**config.mk**
```make
export PLATFORM = sky130hd
export DESIGN_NAME = bkm_ram
export DESIGN_NICKNAME = d
export VERILOG_FILES = /design/src/bkm_pkg.sv /design/src/bkm_ram.sv
export SDC_FILE = /design/constraint.sdc
export NUM_CORES = 2
export LEC_CHECK = 0
export BUFFER_PORTS_ARGS = -buffer_cell sky130_fd_sc_hd__buf_2
export CORE_MARGIN = 5
export CORE_UTILIZATION = 40
export DETAILED_ROUTE_END_ITERATION = 8
export PLACE_DENSITY = 0.5
export SYNTH_ARGS = -nofsm -noshare
export SYNTH_HDL_FRONTEND = slang
export SYNTH_SLANG_ARGS = --single-unit
```
**constraint.sdc**
```tcl
create_clock -name clk_i -period 3.7 [get_ports clk_i]
set_input_delay 0.555 -clock clk_i [delete_from_list [all_inputs] [get_ports clk_i]]
set_output_delay 0.555 -clock clk_i [all_outputs]
set_load 0.05 [all_outputs]
```
**src/bkm_pkg.sv**
```systemverilog
package bkm_pkg;

  localparam int unsigned MAX_POINTS_DEF  = 256;
  localparam int unsigned MAX_CENTERS_DEF = 16;
  localparam int unsigned MAX_DIMS_DEF    = 8;

  localparam int unsigned COORD_W   = 16;
  localparam int unsigned RES_W     = 48;
  localparam int unsigned CFG_W     = 9;
  localparam int unsigned CFG_IDX_W = 2;

  localparam logic [RES_W-1:0] ERR_MAX = 48'h7FFF_FFFF_FFFF;

  localparam logic [8:0] NUM_POINTS_RST  = 9'd256;
  localparam logic [4:0] NUM_CENTERS_RST = 5'd4;
  localparam logic [3:0] NUM_DIMS_RST    = 4'd2;
  localparam logic [7:0] MAX_ITER_RST    = 8'd10;

  typedef enum logic [2:0] {
    CMD_LOAD_POINT,
    CMD_LOAD_CENTER,
    CMD_RUN,
    CMD_READ_LABEL,
    CMD_READ_CENTER,
    CMD_READ_COUNT,
    CMD_READ_ERROR,
    CMD_READ_PASSES
  } cmd_e;

  typedef enum logic [CFG_IDX_W-1:0] {
    REG_NUM_POINTS,
    REG_NUM_CENTERS,
    REG_NUM_DIMS,
    REG_MAX_ITER
  } reg_e;

  typedef enum logic [4:0] {
    ST_IDLE,
    ST_RSP,
    ST_PASS_INIT,
    ST_CLAIM_INIT,
    ST_SCAN,
    ST_DIST,
    ST_DRAIN,
    ST_CCMP,
    ST_LRD,
    ST_LCMP,
    ST_PASS_END,
    ST_MSCAN_START,
    ST_MSCAN,
    ST_MDRAIN,
    ST_MDIV,
    ST_MDIVW,
    ST_MWRITE,
    ST_FIN_INIT,
    ST_FIN_PT,
    ST_FCMP,
    ST_FIN_WR
  } st_e;

  typedef struct packed {
    logic [2:0]         command;
    logic [7:0]         item_index;
    logic [2:0]         dim_index;
    logic signed [15:0] coord_value;
  } in_word_t;

  typedef struct packed {
    logic signed [47:0] result_value;
    logic               status;
  } out_word_t;

  typedef struct packed {
    logic clear;
    logic vld;
  } sq_ctl_t;

endpackage

```
**src/bkm_ram.sv**
```systemverilog
module bkm_ram import bkm_pkg::*; #(
  parameter int unsigned W = 16,
  parameter int unsigned D = 256
) (
  input  logic                 clk_i,
  input  logic                 we_i,
  input  logic [$clog2(D)-1:0] addr_i,
  input  logic [W-1:0]         wdata_i,
  output logic [W-1:0]         rdata_o
);

  logic [W-1:0] mem_q [D];
  logic [W-1:0] rdata_q;

  always_ff @(posedge clk_i) begin
    if (we_i) begin
      mem_q[addr_i] <= wdata_i;
    end
    rdata_q <= mem_q[addr_i];
  end

  assign rdata_o = rdata_q;

endmodule

```
==> run_results.csv <==
group,metric,value,unit
run_status,status,"finished clean",
clock_network,clk_latency,0.98,ns
clock_network,htree_levels,5,
route,routed_wl,445.1,mm
timing,finalCritPeriodShare,93.70,%
die,start_util,40.23,%
critical_path,r2r_end,"rdata_o[7]$_DFF_P_",
critical_path,critical-path-max-stage-delay,1.18,ns
yosys,synth_area_leaders,"edfxtp_1 79%, mux4_2 15%, a22oi_1 2.5%",
critical_path,reg2reg_slack,0.60,ns
yosys,yosys.area_share.simple,0.9074,%
clock_network,clk_pin_slew,0.06,ns
route,firstDrtPassIters,5,
route,via_count,76140,
timing,skew,0.05953,ns
critical_path,cp-end-kind,"register",
global_route,grt_usage,22.03,%
timing,finalHoldViolCount,0,
yosys,yosys_warnings,0,
timing,worst_pin_slew,1.291,ns
clock_network,cts_resized,0,
die,io_pins,42,
clock_network,clock-sinks,4112,
run,maxCapViolCount,0,
place,place.gp.congestion,0.8128,
timing,setup_viol_count_final,0,
clock_network,numCtsBuffers,433,
clock_network,root_buffer,"clkbuf_16",
global_route,grt_pass1_vias,77600,
critical_path,worstSetupStartpoint,"addr_i[0]",
route,avgViaCountPerCell,5.728,
yosys,synth_xor_area_share,0,%
critical_path,cp-start-kind,"primary input",
critical_path,critical_path_class,"primary input to register",
place,placed_area,0.1710,mm2
timing,slew_violations,0,
die,fp-row-count,228,
yosys,syn_avg_cell_area,23.10,um2
yosys,synth-edff-count,4096,
timing,max_slew_margin,13.01,%
yosys,synthCells,6727,
yosys,synthTopCellsByCount,"4096 x edfxtp_1, 1024 x mux4_2, 512 x a22oi_1",
critical_path,critPathRequiredTime,4.51,ns
route,drc,0,
critical_path,path_cells,"buf_12 -> buf_12 -> buf_12 -> buf_12 -> buf_4 -> mux4_2 -> a22oi_1 -> a21oi_1 -> o41ai_2 -> nand4_1",
clock_network,cts.path.max_buffers,4,
yosys,synth_cell_types,22,
route,drtIter0Drc,8660,
yosys,synth_fa_ha_area_share,0,%
critical_path,arrival,4.28,ns
yosys,synth_compound_area_share,3.659,%
yosys,netlist_area,0.1554,mm2
power,p_per_area,540.8,mW/mm2
timing,fmax,0.2884,GHz
yosys,async_reset_ff_share,0,%
die,core_area,0.3863,mm2
yosys,syn_nets,6753,
critical_path,r2r_start,"mem_q[57][7]$_DFFE_PP_",
place,dp_hpwl,278.4,mm
yosys,synth.largest_area_cell,"edfxtp_1",
yosys,synth_top_area_share,79.15,%
yosys,ys_seq_area_share,79.36,%
final_layout,drive_gt1_share,34.20,%
yosys,yosys_register_bits,4112,
die,die_y,633.3,um
hold_path,hp-class,"primary input to register",
route,wire_per_inst,33.49,um
yosys,synth.most_common_cell,"edfxtp_1",
power,irDropWorstVdd,425.2,uV
critical_path,cpMostUsedCell,"buf_12",
critical_path,worst_path_max_delay_cell,"o41ai_2",
clock_network,postCtsHoldBufs,2,
clock_network,cts_setup_buffers,0,
timing,rsz0062_at_grt,"no",
die,die_w,633.3,um
die,dieArea,0.4011,mm2
hold_path,hold_path_end,"mem_q[169][11]$_DFFE_PP_",
final_layout,fin_nets,7748,
global_route,grt_first_pass_wirelength,624.1,mm
route,drtAntennaViolNets,0,
hold_path,holdPathStages,1,
global_route,overflow,0,
global_route,grt_antenna_before_repair,30,
clock_network,cts_tree,"done",
power,p_leak,58.04,nW
final_layout,fin_area,0.1854,mm2
global_route,grt_start_max_net_pins,121,
critical_path,path_max_fanout,19,
yosys,synthFlopType,"edfxtp_1",
timing,whs,0.05681,ns
hold_path,hold_start,"wdata_i[11]",
place,io_buffers,41,
yosys,synth_top_family_by_area,"multiplexers",
final_layout,area_growth,19.30,%
yosys,muxShareOfSynthArea,14.84,%
timing,finalCriticalPeriod,3.467,ns
critical_path,rr_worst_depth,5,
-- cells in the final DEF, fill, tap and decap left out, types with 3 or more instances in the layout --
cell,Yosys,routed
buf_8,0,17
clkinv_8,0,5
clkbuf_8,0,12
nand3_2,0,8
nand2b_1,6,4
clkbuf_16,0,438
nand2_2,0,7
mux4_2,1024,1024
diode_2,0,21
nor3_2,0,30
a21oi_1,256,256
nand4_1,16,16
o41ai_1,64,24
buf_4,16,702
a22oi_1,512,512
buf_2,76,23
nor2_2,0,55
edfxtp_1,4096,4096
clkinv_1,0,101
buf_6,25,4
clkinv_2,0,74
o41ai_2,0,36
buf_12,0,232
clkinvlp_4,0,19
nand2_1,28,20
nor2b_1,7,3
inv_16,0,7
o41ai_4,0,4
nand3_1,13,5
dfxtp_1,16,16
inv_6,0,5
clkinv_16,0,6
bufinv_16,0,49
clkbuf_1,249,93
nor2_1,232,176
-- cell type report --
class	instances	area [um2]
diodes	21	52.55
clock buffers	543	11470
clock inverters	266	2809
fillers	31640	200900
inverters	1	3.754
multi-input cells	2194	30900
flip-flops and latches	4112	123300
well taps	5175	6475
repair buffers	980	10350
-- per-stage QoR --
step	setup TNS, ns	std cells	power, mW	utilization [%]	worst slack, ns
after global placement	-8.573	12460	57.67	44.26	-1.535
after global routing	0	13280	103.4	47.99	0.2297
final	0	13290	100.3	48.00	0.2330
after CTS	0	13270	101.3	47.98	0.3268
after detailed placement	-4.576	12460	57.75	44.28	-0.7571
after floorplan	0	6727	54.67	-	0.4468
-- worst max path at each step --
stage                                    to  slack [ns]  depth (start not counted)
floorplan           mem_q[145][0]$_DFFE_PP_        0.45                          7
global placement         rdata_o[3]$_DFF_P_       -1.54                         10
detailed placement       rdata_o[7]$_DFF_P_       -0.76                         10
CTS                      rdata_o[7]$_DFF_P_        0.33                         10
global route             rdata_o[7]$_DFF_P_        0.23                         10
finish                   rdata_o[7]$_DFF_P_        0.23                         10
-- where the power goes --
group / total, mW / internal (mW) / switching, mW
sequential: 51.5 / 51.3 / 0.126
combinational: 5.17 / 1.90 / 3.27
clock: 43.6 / 25.4 / 18.2
total: 100 / 78.7 / 21.6
-- worst max-delay path: cells and delay by family --
| kind | cells | cell delay, ns |
|---|---|---|
| and+or+nand+nor | 1 | 0.15 |
| muxes | 1 | 0.52 |
| buffers and inverters | 5 | 1.00 |
| AOI/OAI and AO/OA | 3 | 1.92 |
-- cell families (layout without fill, tap and decap cells) --
kind of cell	count (synthesis)	count (layout)
compound gates	832	832
buf+inv	421	1790
flops	4112	4112
mux	1024	1024
other cells	0	21
simple gates	338	338
-- flip-flops by register name (all words and copies together) (netlist names) --
signal	cells
rdata_o	16
mem_q	4096
-- layer usage --
metal | vias to the layer above | wire length [um] | global-route usage [%]
li1 | 31160 | - | -
met1 | 41780 | 184000 | 31.10
met2 | 2667 | 220900 | 36.36
met3 | 534 | 29260 | 3.310
met4 | 2 | 10920 | 5.233
met5 | - | 12 | 0
(Power assumes the default switching activity.)
