$ cat src/bkm_pkg.sv
package bkm_pkg;

  localparam int unsigned MAX_POINTS_DEF  = 256;
  localparam int unsigned MAX_CENTERS_DEF = 16;
  localparam int unsigned MAX_DIMS_DEF    = 8;

  localparam int unsigned COORD_W   = 16;
  localparam int unsigned RES_W     = 48;
  localparam int unsigned CFG_W     = 9;
  localparam int unsigned CFG_IDX_W = 2;

  localparam logic [RES_W-1:0] ERR_MAX = 48'h7FFF_FFFF_FFFF;

  localparam logic [8:0] NUM_POINTS_RST  = 9'd256;
  localparam logic [4:0] NUM_CENTERS_RST = 5'd4;
  localparam logic [3:0] NUM_DIMS_RST    = 4'd2;
  localparam logic [7:0] MAX_ITER_RST    = 8'd10;

  typedef enum logic [2:0] {
    CMD_LOAD_POINT,
    CMD_LOAD_CENTER,
    CMD_RUN,
    CMD_READ_LABEL,
    CMD_READ_CENTER,
    CMD_READ_COUNT,
    CMD_READ_ERROR,
    CMD_READ_PASSES
  } cmd_e;

  typedef enum logic [CFG_IDX_W-1:0] {
    REG_NUM_POINTS,
    REG_NUM_CENTERS,
    REG_NUM_DIMS,
    REG_MAX_ITER
  } reg_e;

  typedef enum logic [4:0] {
    ST_IDLE,
    ST_RSP,
    ST_PASS_INIT,
    ST_CLAIM_INIT,
    ST_SCAN,
    ST_DIST,
    ST_DRAIN,
    ST_CCMP,
    ST_LRD,
    ST_LCMP,
    ST_PASS_END,
    ST_MSCAN_START,
    ST_MSCAN,
    ST_MDRAIN,
    ST_MDIV,
    ST_MDIVW,
    ST_MWRITE,
    ST_FIN_INIT,
    ST_FIN_PT,
    ST_FCMP,
    ST_FIN_WR
  } st_e;

  typedef struct packed {
    logic [2:0]         command;
    logic [7:0]         item_index;
    logic [2:0]         dim_index;
    logic signed [15:0] coord_value;
  } in_word_t;

  typedef struct packed {
    logic signed [47:0] result_value;
    logic               status;
  } out_word_t;

  typedef struct packed {
    logic clear;
    logic vld;
  } sq_ctl_t;

endpackage

$ cat src/bkm_div.sv
module bkm_div import bkm_pkg::*; #(
  parameter int unsigned MW = 24,
  parameter int unsigned CW = 9
) (
  input  logic          clk_i,
  input  logic          rst_ni,
  input  logic          start_i,
  input  logic [MW-1:0] dividend_i,
  input  logic [CW-1:0] divisor_i,
  output logic [MW-1:0] quot_o,
  output logic          done_o
);

  localparam int unsigned SCW = $clog2(MW + 1);

  logic [MW-1:0]  q_d, q_q;
  logic [CW-1:0]  r_d, r_q, d_q;
  logic [SCW-1:0] cnt_d, cnt_q;
  logic           busy_d, busy_q, done_d, done_q;
  logic [CW:0]    shifted, trial;

  // restoring division, one quotient bit a cycle
  always_comb begin
    shifted = {r_q, q_q[MW-1]};
    trial   = shifted - {1'b0, d_q};
    q_d     = q_q;
    r_d     = r_q;
    cnt_d   = cnt_q;
    busy_d  = busy_q;
    done_d  = 1'b0;
    if (start_i) begin
      q_d    = dividend_i;
      r_d    = '0;
      cnt_d  = SCW'(MW);
      busy_d = 1'b1;
    end else if (busy_q) begin
      if (!trial[CW]) begin
        r_d = trial[CW-1:0];
        q_d = {q_q[MW-2:0], 1'b1};
      end else begin
        r_d = shifted[CW-1:0];
        q_d = {q_q[MW-2:0], 1'b0};
      end
      cnt_d = cnt_q - 1'b1;
      if (cnt_q == SCW'(1)) begin
        busy_d = 1'b0;
        done_d = 1'b1;
      end
    end
  end

  always_ff @(posedge clk_i or negedge rst_ni) begin
    if (!rst_ni) begin
      busy_q <= 1'b0;
      done_q <= 1'b0;
      cnt_q  <= '0;
    end else begin
      busy_q <= busy_d;
      done_q <= done_d;
      cnt_q  <= cnt_d;
    end
  end

  always_ff @(posedge clk_i) begin
    q_q <= q_d;
    r_q <= r_d;
    if (start_i) begin
      d_q <= divisor_i;
    end
  end

  assign quot_o = q_q;
  assign done_o = done_q;

endmodule

$ cat config.mk
export PLATFORM = sky130hd
export DESIGN_NAME = bkm_div
export DESIGN_NICKNAME = d
export VERILOG_FILES = /design/src/bkm_pkg.sv /design/src/bkm_div.sv
export SDC_FILE = /design/constraint.sdc
export NUM_CORES = 1
export LEC_CHECK = 0
export CAP_MARGIN = 20
export CORE_MARGIN = 3
export CORE_UTILIZATION = 65
export CTS_BUF_LIST = sky130_fd_sc_hd__clkbuf_4 sky130_fd_sc_hd__clkbuf_8 sky130_fd_sc_hd__clkbuf_16
export DETAILED_ROUTE_END_ITERATION = 8
export DONT_BUFFER_PORTS = 1
export PLACE_DENSITY = 0.8
export REMOVE_ABC_BUFFERS = 1
export SLEW_MARGIN = 20
export SYNTH_ARGS = -nofsm -noshare
export SYNTH_HDL_FRONTEND = slang
export SYNTH_SLANG_ARGS = --single-unit
$ cat constraint.sdc
create_clock -name clk_i -period 7 [get_ports clk_i]
set_clock_uncertainty 0.2 [all_clocks]
set_input_delay 0.35 -clock clk_i [delete_from_list [all_inputs] [get_ports clk_i]]
set_output_delay 0.35 -clock clk_i [all_outputs]
set_load 0.005 [all_outputs]
==> results_dict.tcl <==
set metrics [dict create \
    fin_tns_setup_ps 0 \
    worstPathArrival_ps 2690 \
    relSlewSlack_pct 39.7 \
    final_cells 266 \
    rows 22 \
    switching_share_pct 33.7 \
    setup_viol 0 \
    fp.dieArea_um2 4670 \
    nets 265 \
    drc 0 \
    cp-end-kind "register" \
    cts_root_buffer "clkbuf_8" \
    fmax_ghz 0.373 \
    wl_um 4890 \
    n_antenna_cell 0 \
    synth-main-ff-cell "edfxtp_1" \
    synth_seq_cells 49 \
    ys_types 47 \
    die_h_um 68.3 \
    antenna_found_initial 0 \
    maxCapViolCount 0 \
    drtIter0Drc 107 \
    cts_setup_buffers 0 \
    final_cell_mix "33 x edfxtp_1, 23 x mux2_2, 17 x inv_1" \
    drv_slew 0 \
    yosys.area.top_type "edfxtp_1" \
    path_class "reg2reg" \
    fin_crit_ps 2680 \
    worstMarginPinSlew_ps 903 \
    yosysTopAreaCellShare_pct 39.2 \
    synth.area.top_cells "edfxtp_1 39%, mux2_2 10%, dfxtp_1 7.1%, dfrtp_1 6.9%, ha_1 5.4%" \
    port_buffers 0 \
    drive_above_1_share_pct 19.3 \
    dp_hpwl_um 3270 \
    internal-power_w 0.000575 \
    holdWs_ps 19.3 \
    grt_overflow 0 \
    worstSkewPairLatency_ps 300 \
    vias 1641 \
    ios 61 \
    async_flop_share_pct 14.3 \
    mostFrequentLayoutCell "edfxtp_1" \
    grt_start_max_net_pins 35 \
    hold_violations 0 \
    cts_made_buffers 5 \
    place_congestion 0.839 \
    hold_path.class "in2reg" \
    start_util_pct 68.0 \
    avgSynthCellArea_um2 12.1 \
    ctsLongestPathBuffers 2 \
    ant_nets 0 \
    finalCritPeriodShare_pct 38.3 \
    combPwrFrac_pct 33.3 \
    synth_edf_count 33 \
    p_per_area_nw_per_um2 316 \
    post_cts_resize_count 0 \
    start_kind "register" \
    synth_area_um2 2530 \
    grt_pass1_wl_um 7600 \
    htree_levels 2 \
    seq_area_frac_synth_pct 53.3 \
    synthCells 208 \
    routedWlPerCell_um 18.4 \
    p_switching_w 0.000292 \
    track_usage_pct 22.5 \
    final_cell_area_um2 2750 \
    firstDrtPassIters 4 \
    dieWidth_um 68.3 \
    p_leak_nw 1.05 \
    place_area_um2 2540 \
    core_um2 3720 \
    rsz0062_at_grt "no" \
    p_clk_share_pct 19.4 \
    peakVddDrop_mv 0.195 \
    ys_warn_count 0 \
    hold_buffers 11 \
    first_global_vias 1679 \
    required_ps 7010 \
    cts_tree "built" \
    dp_cells 247 \
    cts_sinks 49 \
    synthToLayoutAreaGrowth_pct 8.67 \
    seq_power_share_pct 47.2 \
    vias_per_cell 6.17 \
    clkSlewWorstSetupHoldPaths_ps 90 \
    outcome "finished clean" \
    crit_fanout 14 \
]
## kinds of logic after synthesis
| group | after synthesis | synth area share [%] |
|---|---|---|
| mux | 23 | 10.3 |
| buf+inv | 26 | 4.21 |
| flops | 49 | 53.3 |
| fa+ha+maj | 12 | 6.24 |
| compound gates | 41 | 12.9 |
| xor+xnor | 8 | 2.77 |
| simple gates | 49 | 10.4 |
## power by group through the flow
stage	Clock (W)	Combinational (W)	Sequential, W
floorplan	0	0.000229	0.000400
global placement	0	0.000262	0.000412
detailed placement	0	0.000278	0.000414
CTS	0.000172	0.000286	0.000408
global route	0.000184	0.000323	0.000417
finish	0.000169	0.000289	0.000410
## through the flow
step	setup WS, ps	power, W	util [%]
2_1_floorplan	4560	0.000629	-
3_3_place_gp	4470	0.000674	68.5
3_5_place_dp	4370	0.000692	68.5
4_1_cts	4340	0.000866	73.9
5_1_grt	4160	0.000924	73.9
6_report	4320	0.000867	73.9
## Yosys cell counts (2+ instances only)
cell type	n
o21ai_0	9
o311ai_0	2
a211oi_1	2
a311oi_1	6
nor2b_1	4
o211ai_1	2
nand2b_1	5
nor2_2	2
edfxtp_1	33
nand2_1	9
inv_1	17
a2111oi_0	2
or3_1	4
a21o_1	3
clkbuf_1	7
nor3_1	2
a21oi_2	3
a21oi_1	2
xnor2_1	5
dfxtp_1	9
mux2_2	23
dfrtp_1	7
o311ai_1	2
ha_1	11
nor2_1	12
nand3_1	2
xor2_1	3
## path summary, 6_finish.rpt
check | startpoint | to | slack, ps | depth (start not counted)
min in group asynchronous | rst_ni | cnt_q[3] | 170 | 1
setup reg to reg | d_q[4] | r_q[2] | 4320 | 8
hold reg to reg | r_q[3] | r_q[3] | 320 | 2
max in group asynchronous | rst_ni | busy_q | 6190 | 1
setup / recovery | d_q[4] | r_q[2] | 4320 | 8
hold / removal | start_i | r_q[8] | 20 | 1
## critical path: stages (launching register included)
cell and delay (ps):
edfxtp_1 340, inv_1 40, ha_1 340, a21o_1 210, a31o_1 250, o21ai_4 220
a21oi_2 180, or4_1 550, a311oi_1 270
## final cells by class
class	count	area, µm²
sequential	49	1350
multi-input combinational	133	1070
fill	257	971
timing repair buffer	11	110
clock buffer	7	83.8
inverter	17	63.8
tap	48	60.1
clock inverter	1	7.51
## metal layers
metal	routed length (µm)	vias up	share of wire [%]	track usage, %
met5	0	-	0	0
met4	50	0	1.0	9.68
met3	462	5	9.4	9.36
met2	2420	67	50	35.3
met1	1960	784	40	27.2
li1	-	785	-	-
## sequential cells by signal (all words and copies together) (netlist names)
name,cells
r_q,9
d_q,9
cnt_q,5
done_o,1
quot_o,24
busy_q,1
No activity file was read; power rests on OpenSTA's default activity.
