## src/bkm_pkg.sv

```systemverilog
package bkm_pkg;

  localparam int unsigned MAX_POINTS_DEF  = 256;
  localparam int unsigned MAX_CENTERS_DEF = 16;
  localparam int unsigned MAX_DIMS_DEF    = 8;

  localparam int unsigned COORD_W   = 16;
  localparam int unsigned RES_W     = 48;
  localparam int unsigned CFG_W     = 9;
  localparam int unsigned CFG_IDX_W = 2;

  localparam logic [RES_W-1:0] ERR_MAX = 48'h7FFF_FFFF_FFFF;

  localparam logic [8:0] NUM_POINTS_RST  = 9'd256;
  localparam logic [4:0] NUM_CENTERS_RST = 5'd4;
  localparam logic [3:0] NUM_DIMS_RST    = 4'd2;
  localparam logic [7:0] MAX_ITER_RST    = 8'd10;

  typedef enum logic [2:0] {
    CMD_LOAD_POINT,
    CMD_LOAD_CENTER,
    CMD_RUN,
    CMD_READ_LABEL,
    CMD_READ_CENTER,
    CMD_READ_COUNT,
    CMD_READ_ERROR,
    CMD_READ_PASSES
  } cmd_e;

  typedef enum logic [CFG_IDX_W-1:0] {
    REG_NUM_POINTS,
    REG_NUM_CENTERS,
    REG_NUM_DIMS,
    REG_MAX_ITER
  } reg_e;

  typedef enum logic [4:0] {
    ST_IDLE,
    ST_RSP,
    ST_PASS_INIT,
    ST_CLAIM_INIT,
    ST_SCAN,
    ST_DIST,
    ST_DRAIN,
    ST_CCMP,
    ST_LRD,
    ST_LCMP,
    ST_PASS_END,
    ST_MSCAN_START,
    ST_MSCAN,
    ST_MDRAIN,
    ST_MDIV,
    ST_MDIVW,
    ST_MWRITE,
    ST_FIN_INIT,
    ST_FIN_PT,
    ST_FCMP,
    ST_FIN_WR
  } st_e;

  typedef struct packed {
    logic [2:0]         command;
    logic [7:0]         item_index;
    logic [2:0]         dim_index;
    logic signed [15:0] coord_value;
  } in_word_t;

  typedef struct packed {
    logic signed [47:0] result_value;
    logic               status;
  } out_word_t;

  typedef struct packed {
    logic clear;
    logic vld;
  } sq_ctl_t;

endpackage

```

## src/bkm_sqacc.sv

```systemverilog
module bkm_sqacc import bkm_pkg::*; #(
  parameter int unsigned DISTW = 35
) (
  input  logic               clk_i,
  input  logic               rst_ni,
  input  sq_ctl_t            ctl_i,
  input  logic signed [15:0] pt_i,
  input  logic signed [15:0] cen_i,
  output logic [DISTW-1:0]   acc_o
);

  logic signed [16:0] diff;
  logic        [16:0] mag;
  logic        [31:0] prod_d, prod_q;
  logic               pv_q;
  logic [DISTW-1:0]   acc_d, acc_q;

  // squared difference of one coordinate pair, then running sum
  always_comb begin
    diff   = 17'(pt_i) - 17'(cen_i);
    mag    = diff[16] ? 17'(-diff) : 17'(diff);
    prod_d = mag[15:0] * mag[15:0];
    acc_d  = (ctl_i.clear ? '0 : acc_q) + (pv_q ? DISTW'(prod_q) : '0);
  end

  always_ff @(posedge clk_i or negedge rst_ni) begin
    if (!rst_ni) begin
      pv_q <= 1'b0;
    end else begin
      pv_q <= ctl_i.vld;
    end
  end

  always_ff @(posedge clk_i) begin
    prod_q <= prod_d;
    acc_q  <= acc_d;
  end

  assign acc_o = acc_q;

endmodule

```

## config.mk

```make
export PLATFORM = sky130hd
export DESIGN_NAME = bkm_sqacc
export DESIGN_NICKNAME = d
export VERILOG_FILES = /design/src/bkm_pkg.sv /design/src/bkm_sqacc.sv
export SDC_FILE = /design/constraint.sdc
export NUM_CORES = 1
export LEC_CHECK = 0
export BUFFER_PORTS_ARGS = -buffer_cell sky130_fd_sc_hd__clkbuf_2
export CORE_MARGIN = 3
export CORE_UTILIZATION = 39
export DETAILED_ROUTE_END_ITERATION = 7
export MAX_ROUTING_LAYER = met4
export PLACE_DENSITY = 0.61
export SETUP_SLACK_MARGIN = 0.4
export SYNTH_ARGS = -nofsm -noshare
export SYNTH_HDL_FRONTEND = slang
export SYNTH_SLANG_ARGS = --single-unit
```

## constraint.sdc

```tcl
create_clock -name clk_i -period 4.9 [get_ports clk_i]
set_clock_uncertainty 0.05 [all_clocks]
set_input_delay 0.49 -clock clk_i [delete_from_list [all_inputs] [get_ports clk_i]]
set_output_delay 0.49 -clock clk_i [all_outputs]
set_load 0.03 [all_outputs]
```

==> impl_metrics.py, run 1 <==
metrics = {
    "min_path": {
        "hp-class": "in -> reg",
        "min_from": "ctl_i[0]",
    },
    "cells_and_area": {
        "multi_input_area_mm2": 0.0103,
        "antennaDiodeCount": 0,
        "seq_area_mm2": 0.00135,
        "layout.nets": 2037,
        "drive_gt1_frac": 0.350,
        "finalInstanceArea_mm2": 0.0162,
        "nFillCells": 2581,
        "final_cell_mix": "262 x buf_4, 234 x inv_1, 150 x fa_1, 120 x ha_1, 76 x nor2_1",
        "synthToLayoutAreaGrowth_pct": 38.7,
        "final_common_cell": "buf_4",
    },
    "routing": {
        "initialDrtViolationCount": 354,
        "drtAntennaViolNets": 0,
        "dr.pass1.iters": 8,
        "drcViolationCount": 0,
        "viasPerCell": 4.73,
        "dr_total_vias": 9844,
        "routedWlPerCell_um": 13.7,
        "routed_wl_um": 28400,
    },
    "synthesis": {
        "async_reset_ff_frac": 0.0149,
        "synth_seq_cells": 67,
        "synth_cell_types": 76,
        "syn_inst": 1338,
        "synth_top_flop_cell": "dfxtp_1",
        "yosysWarnings": 0,
        "synth_fp_nets": 1683,
        "avgSynthCellArea_um2": 8.74,
        "yosysSeqAreaShare": 0.115,
        "synth_edf_count": 0,
        "syn-cell-area_mm2": 0.0117,
    },
    "sta": {
        "max_slew_margin": 0.507,
        "finalHoldViolCount": 0,
        "period_minus_slack_ps": 7850,
        "final_max_slew_viol_count": 0,
        "tightestPinTransition_ps": 740,
        "period_share": 1.60,
        "finalWorstSetupSlack_ps": -2950,
        "rsz0062_at_grt": "yes",
        "setup-violations-final": 26,
        "max_freq_mhz": 127,
    },
    "worst_setup_path": {
        "crit_end": "prod_q[30]",
        "worstSetupEndpointType": "flop",
        "required_ps": 5080,
        "r2r.worst_path.cells": 13,
        "cp_slowest_cell": "fa_1",
        "worstPathArrival_ps": 8020,
        "worst-r2r-setup-slack_ps": 980,
        "reg2reg_from": "pv_q",
        "cp_max_fo": 5,
        "worstSetupPathType": "in -> reg",
        "cp-start-kind": "input pin",
        "crit_start": "pt_i[0]",
        "timing.rr.end": "acc_o[34]",
        "max_stage_delay_ps": 550,
        "path_common_cell": "fa_1",
    },
    "die": {
        "design.core.area_mm2": 0.0291,
        "start_util": 0.402,
        "io_pins": 71,
        "die_x_um": 179,
        "die_h_um": 179,
        "fp.dieArea_mm2": 0.0321,
        "num_rows": 62,
    },
    "placed_design": {
        "gp_congestion": 0.932,
        "dp_hpwl_um": 23700,
        "place_area_mm2": 0.0147,
        "io_buffers": 70,
    },
    "global_routing": {
        "antenna_found_initial": 0,
        "gr-total-overflow": 0,
        "grt_pass1_wl_um": 49100,
        "grt_max_degree": 40,
        "grt_use_total": 0.191,
        "grt_pass1_vias": 10400,
    },
    "cts": {
        "cts-root-buf": "clkbuf_16",
        "clock_sinks": 67,
        "clk_pin_slew_ps": 50,
        "insertion_delay_ps": 330,
        "htree_num_levels": 3,
        "cts_buffers": 9,
        "max-clock-path-buffers": 2,
        "cts_tree": "done",
    },
    "status": {
        "violations": "negative setup slack",
        "status": "complete, but fails checks",
    },
    "run": {
        "maxCapViolCount": 0,
    },
}
## through the flow
step / cells / util / setup WS [ps] / hold WS [ps] / TNS (ps)
CTS: 2066 / 0.546 / -2920 / 212 / -59720
detailed placement: 2015 / 0.506 / -3640 / 219 / -76030
global placement: 2015 / 0.506 / -3590 / 215 / -73610
finish: 2080 / 0.558 / -2950 / 215 / -61230
floorplan: 1338 / - / -3240 / 144 / -61210
global route: 2080 / 0.558 / -3240 / 207 / -68130
## cell type report
class	count	share of cell area
Clock buffer	13	0.0167
Clock inverter	2	0.000617
Tap cell	384	0.0296
Multi-Input combinational cell	979	0.635
Timing Repair Buffer	369	0.172
Sequential cell	67	0.0830
Inverter	266	0.0626
## worst min-delay path by stage
stage / to / cells past startpoint
final: pv_q / 1
after global routing: pv_q / 1
after CTS: pv_q / 1
after detailed placement: pv_q / 1
after global placement: pv_q / 1
after floorplan: pv_q / 0
## kinds of logic (layout without fill, tap and decap cells)
family,count (synthesis),in the layout,synth area share
simple gates,367,367,0.158
fa+ha+maj,309,309,0.435
buf+inv,293,650,0.0951
compound gates,215,216,0.127
xor+xnor,87,87,0.0695
flops,67,67,0.115
## flip-flops by register name (all words and copies together), names as in the netlist
register	count
acc_o	35
prod_q	31
pv_q	1
## Yosys cell counts, drive strengths merged, types with 3 or more instances
cell type	n	area share
nor3	16	0.0068
ha	146	0.16
inv	266	0.085
nand4b	3	0.0022
a31oi	6	0.0050
buf	10	0.0043
nand2	83	0.027
a21o	35	0.022
a2111oi	4	0.0057
nand3	15	0.0064
nor2b	48	0.026
xnor2	61	0.048
nor4	4	0.0027
fa	163	0.28
nor3b	4	0.0026
nand4	3	0.0016
o21ai	40	0.017
nand2b	26	0.014
and3	8	0.0043
o21bai	12	0.0077
dfxtp	66	0.11
clkbuf	17	0.0055
nor2	102	0.033
and2	38	0.020
o21a	12	0.0077
a211oi	7	0.0045
a21oi	62	0.027
a41oi	3	0.0022
or3	5	0.0027
xor2	25	0.019
o31ai	3	0.0019
or2	5	0.0027
## layer usage
metal | wire, µm | GRT usage
met2 | 13400 | 0.320
met3 | 922 | 0.0131
met4 | 614 | 0.0512
met1 | 13500 | 0.252
met5 | 0 | -
## worst max-delay path, delay by kind of cell
| kind | cells | cell delay, ps |
|---|---|---|
| adder cells (fa/ha/maj) | 9 | 3730 |
| buffers and inverters | 8 | 600 |
| AND/OR/NAND/NOR | 8 | 1180 |
| XOR/XNOR | 2 | 300 |
| AO/OA/AOI/OAI | 7 | 1700 |
## what timing repair did
| item | CTS | global route |
|---|---|---|
| gates resized for setup | 131 | 56 |
| hold endpoints to repair | 1 | 0 |
| pin swaps | 96 | 46 |
| hold buffers | 1 | 0 |
| setup endpoints to repair | 28 | 28 |
| buffers inserted | 34 | 14 |
| cloned | 1 | 0 |
Power of run 1 is left out: the tool's default activity adds up to more than one toggle a clock period on the data nets, which glitch-free logic cannot reach.
==> inputs of run 2 (changes only) <==
ABC_AREA = 1   (was not set)
==> run 2 against run 1 <==
Effect of this change:
- the run still ends with negative setup slack left
- sequential cell count is the same
- cell area increased by 4.5%
- utilization increased by 0.39 points
- clock-buffer cell count shrank 4
- worst setup slack better by 580 ps
- critical endpoint is now prod_q[23]
- area after synthesis is 3.8% higher
- register-to-register slack better by 410 ps
- critical path depth is 3 higher
- via count rose by 13%
- die area increased by 3.7%
- synthesized cell count rose by 21%
- hold slack got worse by 6.2 ps
==> impl_metrics.py, run 2 <==
metrics = {
    "worst_setup_path": {
        "worstSetupPathType": "in -> reg",
        "cp-start-kind": "input pin",
        "max_stage_delay_ps": 590,
        "cp_max_fo": 4,
        "worst-r2r-setup-slack_ps": 1390,
        "worstSetupEndpointType": "flop",
        "cp_slowest_cell": "fa_2",
        "required_ps": 5130,
        "worstPathArrival_ps": 7490,
    },
    "routing": {
        "routedWlPerCell_um": 13.1,
        "drtAntennaViolNets": 0,
        "routed_wl_um": 31200,
        "dr.pass1.iters": 5,
        "initialDrtViolationCount": 429,
        "drcViolationCount": 0,
        "viasPerCell": 4.66,
        "dr_total_vias": 11100,
    },
    "synthesis": {
        "avgSynthCellArea_um2": 7.50,
        "yosysSeqAreaShare": 0.111,
        "synthTopCellsByArea": "fa_1 27%, ha_1 15%, inv_1 13%",
        "synth_commonest_cells": "409 x inv_1, 279 x nand2_1, 169 x nor2_1",
        "async_reset_ff_frac": 0.0149,
        "synth_edf_count": 0,
        "synth_top_flop_cell": "dfxtp_1",
        "yosysWarnings": 0,
        "yosysMostFrequentCell": "inv_1",
        "synth_top_area_share": 0.269,
        "synth_largest_area_cell": "fa_1",
        "syn-cell-area_mm2": 0.0121,
        "synth_fp_nets": 1963,
        "syn_inst": 1618,
        "synth_cell_types": 49,
        "synth_seq_cells": 67,
    },
    "sta": {
        "rsz0062_at_grt": "yes",
        "setup-violations-final": 26,
        "finalWorstSetupSlack_ps": -2370,
        "finalHoldViolCount": 0,
        "max_freq_mhz": 138,
        "period_share": 1.48,
        "whs_ps": 209,
        "period_minus_slack_ps": 7270,
        "final_max_slew_viol_count": 0,
        "max_slew_margin": 0.534,
        "tightestPinTransition_ps": 698,
    },
    "cells_and_area": {
        "largest_register_ff_count": 35,
        "final_cell_mix": "371 x inv_1, 270 x buf_4, 243 x nand2_1, 158 x fa_1, 140 x nor2_1",
        "drive_gt1_frac": 0.327,
        "synthToLayoutAreaGrowth_pct": 39.7,
        "antennaDiodeCount": 0,
        "layout.nets": 2333,
        "fin_util": 0.562,
        "final_common_cell": "inv_1",
    },
    "die": {
        "io_pins": 71,
        "fp.dieArea_mm2": 0.0333,
        "design.core.area_mm2": 0.0302,
        "die_x_um": 182,
        "start_util": 0.402,
        "die_h_um": 182,
        "num_rows": 63,
    },
    "global_routing": {
        "grt_max_degree": 34,
        "grt_pass1_wl_um": 53400,
        "antenna_found_initial": 0,
        "grt_use_total": 0.199,
        "gr-total-overflow": 0,
        "grt_pass1_vias": 11600,
    },
    "placed_design": {
        "dp_hpwl_um": 26100,
        "gp_congestion": 0.892,
        "io_buffers": 70,
    },
    "cts": {
        "cts_buffers": 9,
        "clock_sinks": 67,
        "insertion_delay_ps": 330,
        "max-clock-path-buffers": 2,
        "cts_tree": "done",
        "cts-root-buf": "clkbuf_16",
        "htree_num_levels": 3,
        "clk_pin_slew_ps": 60,
    },
    "min_path": {
        "hp-class": "in -> reg",
    },
    "status": {
        "status": "complete, but fails checks",
        "violations": "negative setup slack",
    },
    "run": {
        "maxCapViolCount": 0,
    },
}
[run 2: cell count changes in the layout (fill, tap and decap cells not counted), sizes merged, moves of 34 or more]
cell   delta
nor2     +76
inv     +163
xnor2    -34
and2     -36
nand2   +212
nor2b    -48
[run 2: critical path: cells and delay by family]
family	cells	cell delay (ps)
AOI/OAI and AO/OA	4	560
adders and majority gates	10	4300
buffers and inverters	8	480
and+or+nand+nor	15	1680
[run 2: worst paths after layout]
kind,cells after the start,to,from
worst max register to register,16,acc_o[26],pv_q
worst min-delay path,1,pv_q,ctl_i[0]
min in group asynchronous,2,pv_q,rst_ni
max in group asynchronous,2,pv_q,rst_ni
worst min register to register,1,acc_o[33],acc_o[33]
worst max-delay path,37,prod_q[23],pt_i[0]
[run 2: cell families after synthesis]
logic type      Yosys count  share of synthesized area
buf+inv                 448                      0.142
simple gates            553                      0.191
xor+xnor                 71                     0.0562
fa+ha+maj               309                      0.419
flops                    67                      0.111
compound gates          170                     0.0807
[run 2: what timing repair did]
item                       CTS  global route
setup buffers               24            28
hold buffers                 1             0
hold endpoints to repair     1             0
pin swaps                   77            76
setup endpoints to repair   27            28
gates resized for setup    113            99
gates cloned                 1             0
[run 2: metrics by stage]
step / area [µm²] / worst slack [ps] / TNS [ps] / std cells
after global routing: 17000 / -2640 / -58330 / 2383
after detailed placement: 15300 / -2820 / -62390 / 2313
after global placement: 15300 / -2720 / -60360 / 2313
after CTS: 16300 / -2190 / -47860 / 2355
final: 17000 / -2370 / -51330 / 2383
after floorplan: 12600 / -2220 / -44790 / 1618
[run 2: metal layers]
layer,vias up,track usage,part of all wire
met5,-,-,0
met4,0,0.0296,0.010
met2,163,0.346,0.50
met1,5308,0.257,0.45
li1,5614,-,-
met3,24,0.0189,0.031
[run 2: final cells by class]
class / instances / area (µm²)
multi-input cells: 1103 / 10200
repair buffers: 379 / 2930
repair inverters: 1 / 6.26
well taps: 390 / 488
inverters: 427 / 1660
clock buffers: 9 / 225
flip-flops and latches: 67 / 1350
fillers: 2778 / 13200
clock inverters: 7 / 98.8
Power of run 2 is left out for the same reason.
